### config.mk
export PLATFORM = sky130hd
export DESIGN_NAME = ttt_front
export DESIGN_NICKNAME = d
export VERILOG_FILES = /design/src/hdl/ttt_pkg.sv /design/src/hdl/ttt_front.sv
export SDC_FILE = /design/constraint.sdc
export NUM_CORES = 1
export LEC_CHECK = 0
export BUFFER_PORTS_ARGS = -buffer_cell sky130_fd_sc_hd__buf_2
export CORE_MARGIN = 1
export CORE_UTILIZATION = 60
export CTS_BUF_LIST = sky130_fd_sc_hd__clkbuf_4
export DETAILED_ROUTE_END_ITERATION = 7
export GPL_ROUTABILITY_DRIVEN = 0
export GPL_TIMING_DRIVEN = 0
export PLACE_DENSITY = 0.82
export SKIP_CTS_REPAIR_TIMING = 1
export SYNTH_ARGS = -nofsm -noshare
export SYNTH_HDL_FRONTEND = slang
export SYNTH_SLANG_ARGS = --single-unit
### constraint.sdc
create_clock -name clk -period 25.8 [get_ports clk]
set_clock_uncertainty 0.05 [all_clocks]
set_input_delay 7.74 -clock clk [delete_from_list [all_inputs] [get_ports clk]]
set_output_delay 7.74 -clock clk [all_outputs]
set_load 0.005 [all_outputs]
### src/hdl/ttt_pkg.sv
`timescale 1ns / 1ps
// ----------------------------------------------------------------------------
// Top talker table package
// Shared types, constants and helpers for the talker statistics block.
// ----------------------------------------------------------------------------
package ttt_pkg;

    localparam int TABLE_DEPTH = 32;
    localparam int TOP_COUNT   = 5;
    localparam int IDX_W       = $clog2(TABLE_DEPTH);
    localparam int CNT_W       = $clog2(TABLE_DEPTH + 1);
    localparam int RANK_W      = 3;
    localparam int TOPC_W      = $clog2(TOP_COUNT + 1);
    localparam int QDEPTH      = 2;

    localparam logic [7:0] PROTO_TCP  = 8'd6;
    localparam logic [7:0] PROTO_UDP  = 8'd17;
    localparam logic [7:0] PROTO_ICMP = 8'd1;

    localparam logic CMD_RECORD = 1'b0;
    localparam logic CMD_REPORT = 1'b1;

    typedef struct packed {
        logic        command;
        logic [31:0] ip_addr;
        logic [7:0]  protocol;
        logic [15:0] byte_count;
    } in_item_t;

    typedef struct packed {
        logic [RANK_W-1:0] rank;
        logic              entry_valid;
        logic [31:0]       talker_ip;
        logic [31:0]       talker_packets;
        logic [47:0]       talker_bytes;
        logic [31:0]       tcp_packets;
        logic [31:0]       udp_packets;
        logic [31:0]       icmp_packets;
        logic [31:0]       misc_packets;
        logic              last;
    } out_item_t;

    // Classified work passed from the front to the back part.
    // The protocol counts are a snapshot taken when the item was accepted.
    typedef struct packed {
        logic        report;
        logic [31:0] ip_addr;
        logic [15:0] byte_count;
        logic [31:0] tcp_packets;
        logic [31:0] udp_packets;
        logic [31:0] icmp_packets;
        logic [31:0] misc_packets;
    } job_t;

    typedef enum logic [2:0] {
        ST_IDLE,
        ST_MATCH,
        ST_WRITE,
        ST_SCAN,
        ST_EMIT,
        ST_EMPTY
    } back_state_t;

    function automatic logic [31:0] sat_inc32(input logic [31:0] v);
        sat_inc32 = (v == '1) ? v : v + 32'd1;
    endfunction

endpackage

### src/hdl/ttt_front.sv
`timescale 1ns / 1ps
// ----------------------------------------------------------------------------
// Top talker front end
// Accepts items, bumps the protocol counters and queues jobs for the back end.
// ----------------------------------------------------------------------------
module ttt_front
(
    input  logic              clk,
    input  logic              rst_n,
    input  logic              in_valid,
    output logic              in_stall,
    input  ttt_pkg::in_item_t in_data,
    output logic              job_valid,
    input  logic              job_take,
    output ttt_pkg::job_t     job
);

    localparam int QW = $clog2(ttt_pkg::QDEPTH + 1);
    localparam int PW = (ttt_pkg::QDEPTH > 1) ? $clog2(ttt_pkg::QDEPTH) : 1;

    ttt_pkg::job_t q_reg [ttt_pkg::QDEPTH];
    logic [QW-1:0] count_reg, count_next;
    logic [PW-1:0] wp_reg, rp_reg;
    logic [31:0]   tcp_reg, udp_reg, icmp_reg, misc_reg;
    logic          push, pop;

    // A report must see every earlier count, so it waits for an empty queue.
    assign in_stall = (count_reg == QW'(ttt_pkg::QDEPTH)) ||
                      (in_data.command == ttt_pkg::CMD_REPORT && count_reg != '0);
    assign push      = in_valid && !in_stall;
    assign job_valid = (count_reg != '0);
    assign pop       = job_valid && job_take;
    assign job       = q_reg[rp_reg];

    always_comb
    begin
        count_next = count_reg;
        if (push && !pop)
            count_next = count_reg + QW'(1);
        else if (pop && !push)
            count_next = count_reg - QW'(1);
    end

    // Queue pointers and the protocol counters.
    always_ff @(posedge clk or negedge rst_n)
    begin
        if (!rst_n)
        begin
            count_reg <= '0;
            wp_reg    <= '0;
            rp_reg    <= '0;
            tcp_reg   <= '0;
            udp_reg   <= '0;
            icmp_reg  <= '0;
            misc_reg  <= '0;
        end
        else
        begin
            count_reg <= count_next;
            if (push)
                wp_reg <= (wp_reg == PW'(ttt_pkg::QDEPTH - 1)) ? '0 : wp_reg + PW'(1);
            if (pop)
                rp_reg <= (rp_reg == PW'(ttt_pkg::QDEPTH - 1)) ? '0 : rp_reg + PW'(1);
            if (push && in_data.command == ttt_pkg::CMD_RECORD)
            begin
                if (in_data.protocol == ttt_pkg::PROTO_TCP)
                    tcp_reg <= ttt_pkg::sat_inc32(tcp_reg);
                else if (in_data.protocol == ttt_pkg::PROTO_UDP)
                    udp_reg <= ttt_pkg::sat_inc32(udp_reg);
                else if (in_data.protocol == ttt_pkg::PROTO_ICMP)
                    icmp_reg <= ttt_pkg::sat_inc32(icmp_reg);
                else
                    misc_reg <= ttt_pkg::sat_inc32(misc_reg);
            end
        end
    end

    // Queue storage. A report carries the counts as they stand at its transfer,
    // so records accepted behind it do not show up in its results.
    always_ff @(posedge clk)
    begin
        if (push)
        begin
            q_reg[wp_reg].report       <= (in_data.command == ttt_pkg::CMD_REPORT);
            q_reg[wp_reg].ip_addr      <= in_data.ip_addr;
            q_reg[wp_reg].byte_count   <= in_data.byte_count;
            q_reg[wp_reg].tcp_packets  <= tcp_reg;
            q_reg[wp_reg].udp_packets  <= udp_reg;
            q_reg[wp_reg].icmp_packets <= icmp_reg;
            q_reg[wp_reg].misc_packets <= misc_reg;
        end
    end

endmodule

# Word-level counts from Yosys, hierarchy flattened
# Memories as Yosys holds them, arrays and structs flattened.
# Cells that the tools add are included.
# Widths: inputs -> output; s select.
[classes]
n_addsub = 8
n_eq_ne = 8
muxes = 6
bitwise = 8
n_reduce_logical = 16
[op_table]
columns = ["cell", "count"]
rows = [
  ["$add 32x1->32 const B", 4],
  ["$eq 32x32->1 const B", 4],
  ["$reduce_and 5->1", 2],
  ["$eq 8x1->1 const B", 1],
  ["$eq 8x3->1 const B", 1],
  ["$eq 8x5->1 const B", 1],
  ["$not 1->1", 8],
  ["$logic_and 1x1->1", 6],
  ["$mux 1", 4],
  ["$mux 2", 2],
  ["$reduce_and 4->1", 1],
  ["$reduce_bool 2->1", 2],
  ["$logic_not 1->1", 3],
  ["$reduce_and 3->1", 1],
  ["$add 1x1->1 const B", 2],
  ["$add 2x1->2 const B", 1],
  ["$eq 2x2->1 const B", 1],
  ["$sub 2x1->2 const B", 1],
  ["$logic_or 1x1->1", 1],
]
[word_totals]
regBits = 132
mem_bits_rw = 354
inputBits = 61
out_inout_bits = 179
wordCells = 54
memories = 1
[memory_table]
columns = ["name", "words", "word_bits", "rd", "rd_clocked_by_memory_dff", "write_ports", "line", "text"]
rows = [
  ["q_reg", 2, 177, 1, 0, 1, "ttt_front.sv:21", "ttt_pkg::job_t q_reg [ttt_pkg::QDEPTH];"],
]

# Logic depth before layout (Yosys ltp)
[logic_depth]
depth_word = 9
mapped_depth = 9
depth_no_buf = 8

# Least setup slack after synthesis
# OpenSTA, ideal clock, no wires.
[synth_timing]
path_type = "input-to-reg"
startpoint = "input port in_data[56] (netlist bit)"
endpoint = "memory q_reg[0][0] (netlist bit), enable pin"
setup_ns = 0.717
arrival_ns = 15.471
required_ns = 25.033
setup_slack_ns = 9.563
cell_stages = 3
n_path_buf = 0
cell_sequence = "a21boi_0 > nand2_1 > nor2_1"
[synth_via]
elab_chain_len = 6
[synth_lines]
columns = ["item", "line", "text"]
rows = [
  ["start: declaration", "ttt_front.sv:12", "input ttt_pkg::in_item_t in_data,"],
  ["$logic_and 1x1->1", "ttt_front.sv:29", "(in_data.command == ttt_pkg::CMD_REPORT && count_reg != '0);"],
  ["$logic_or 1x1->1", "ttt_front.sv:28", "assign in_stall = (count_reg == QW'(ttt_pkg::QDEPTH)) ||"],
  ["$logic_not 1->1", "ttt_front.sv:30", "assign push = in_valid && !in_stall;"],
  ["$logic_and 1x1->1", "ttt_front.sv:30", ""],
  ["$mux 1", "ttt_front.sv:82", "if (push)"],
  ["$mux 1 (implied by the code)", "ttt_front.sv:90", "q_reg[wp_reg].misc_packets <= misc_reg;"],
  ["end: declaration", "ttt_front.sv:21", ""],
]
# No other way between the ends.

# Final worst setup path
[layout_timing]
startpoint = "input port in_data[56] (netlist bit)"
endpoint = "output port in_stall"
[layout_via]
elab_chain_len = 2
[layout_lines]
columns = ["item", "line", "text"]
rows = [
  ["$logic_and 1x1->1", "ttt_front.sv:29", ""],
  ["$logic_or 1x1->1", "ttt_front.sv:28", ""],
  ["end: declaration", "ttt_front.sv:11", "output logic in_stall,"],
]
# No other way between the ends.

==> reports/metrics.cfg <==
[routing]
routedWlPerCell_um=18.5
drt_wl_total_mm=37.8
vias=11500
drc=0
firstDrtPassIters=5
first_iter_violations=646
ant_nets=0
vias_per_cell=5.61

[outcome]
status=finished clean

[timing]
maxSlewHeadroom=0.394
holdWs_ns=0.452
worst_pin_slew_ns=0.909
rsz0062_at_grt=no
setup_viol=0
fin_crit_ns=16.30
clock.fmax_mhz=61.3
setup_ws_ns=9.50
setup-tns-final_ns=0
min_period_over_period=0.632
hold_viol=0
slew_viol_final=0

[synth]
synthArstFlopShare=0.272
synth_seq_cells=486
netlist_area_sq_um=19300
synth_cell_type_count=45
syn-num-nets=1233
syn_inst=1167
ys_seq_area_frac=0.722
synth_edf_count=354
synth_warnings=0
synth_flop_cell=edfxtp_1
syn_area_per_cell_sq_um=16.5

[worst_setup_path]
rrSetupSlack_ns=22.91
r2r-start=count_reg[0]$_DFFE_PN0P_
worstSetupStartpointType=primary input
crit_slowest_cell=a21boi_0
path_cells=buf_2 > a21boi_0 > inv_1 > buf_2
path_delay_family=buffers and inverters
crit_buf_inv=3
cp_slowest_stage_delay_ns=0.38
r2r-end=q_reg[0][107]$_DFFE_PP_
endpoint_kind=output pin
worst-path-max-fanout=4
crit_path_frequent_cell=buf_2
critPathKind=in -> out
worstPathArrival_ns=8.51
reg2reg_depth=7
cp.required_ns=18.01

[floorplan]
num_io_pins=240
placementRows=65
die_h_um=181
fp.coreArea_sq_um=31600
initial_core_util=0.610
die-width_um=181
die_area_sq_um=32900

[min_path]
hold_class=reg -> reg
whs_path_depth=1
hp-start=count_reg[1]$_DFFE_PN0P_
hold_end=count_reg[1]$_DFFE_PN0P_

[grt]
grt-ovfl-total=0
grt_pass1_wl_mm=60.1
groute.usage.overall=0.235
grt_pass1_vias=11700
grt_max_degree=75
antenna_found_initial=4

[layout]
drive_above_1_share=0.409
final_core_util=0.725
final-instance-count-excl-fill=2047
finalNetCount=1602
largest_reg_flops=354
final_area_sq_um=22900
syn_to_final_growth_pct=18.8

[clocking]
h-tree-depth=3
clk_latency_ns=0.83
clockRootBuffer=clkbuf_4
cts_sinks=486
cts_made_buffers=119
path_clk_slew_ns=0.07
clockBufferDepth=3
cts_tree=done

[power_and_ir_drop]
power_mw=2.20
p_leak_nw=9.08
powerDensity_nw_per_um2=96.1
peakVddDrop_v=0.0000716

[run]
drv_cap=0

[place]
hpwl_mm=24.6
place_area_sq_um=21200
port_buffers=239
place_inst=1817
place_ws_ns=9.53

cell families (layout without fill, tap and decap cells):
group,count (synthesis),after routing,share of synthesized area
buffers and inverters,42,515,0.00888
adders and majority gates,5,5,0.00324
muxes,181,181,0.106
DFF,486,486,0.722
other,0,5,0
AOI/OAI and AO/OA,8,8,0.00467
and+or+nand+nor,317,317,0.0975
xor gates and xnor gates,128,128,0.0581
per-layer routing:
layer	routed length (um)	vias to the layer above	GRT usage
met1	15800	5749	0.299
met5	20	-	0
li1	-	5318	-
met4	779	4	0.0953
met2	18700	343	0.379
met3	2490	76	0.0706
synth_stat cells, drive strengths merged (9+ instances only):
master / n / area [sq um]
and3: 26 / 163
and4: 16 / 140
clkbuf: 25 / 95.1
dfrtp: 132 / 3300
edfxtp: 354 / 10600
inv: 9 / 33.8
mux2: 181 / 2040
nand2: 42 / 158
nand3: 68 / 340
nand4: 56 / 350
nor2: 21 / 78.8
nor3: 27 / 140
nor4: 26 / 226
xnor2: 85 / 744
xor2: 43 / 377
how the worst max path moves through the flow:
stage	depth (start not counted)	startpoint	endpoint	slack [ns]
after floorplan	3	in_data[56]	q_reg[0][0]$_DFFE_PP_	9.56
final	4	in_data[56]	in_stall	9.50
after CTS	4	in_data[56]	in_stall	9.52
after global placement	4	in_data[56]	q_reg[0][116]$_DFFE_PP_	5.26
after global routing	4	in_data[56]	in_stall	9.43
after detailed placement	4	in_data[56]	in_stall	9.53
cells in the final DEF, fill, tap and decap left out, types with 42 or more instances in the layout:
cell	instances
dfrtp_1	132
nand4_1	56
xnor2_1	85
xor2_1	43
nand3_1	68
mux2_2	181
edfxtp_1	354
nand2_1	42
buf_2	245
clkbuf_4	207
where the power goes:
| part | total (mW) | internal [mW] | switching (mW) | leakage, nW |
|---|---|---|---|---|
| Sequential | 1.01 | 0.979 | 0.0322 | 5.14 |
| Combinational | 0.522 | 0.251 | 0.271 | 2.92 |
| Clock | 0.671 | 0.378 | 0.294 | 1.01 |
layout make-up:
class	count	area, sq um
timing repair buffer	248	1410
sequential	486	13900
buffer	33	138
clock buffer	207	1550
clock inverter	18	131
fill	2061	8710
multi-input combinational	639	5210
antenna	5	12.5
tap	402	503
inverter	9	33.8
Note: power is estimated with default switching activity, not from simulation.
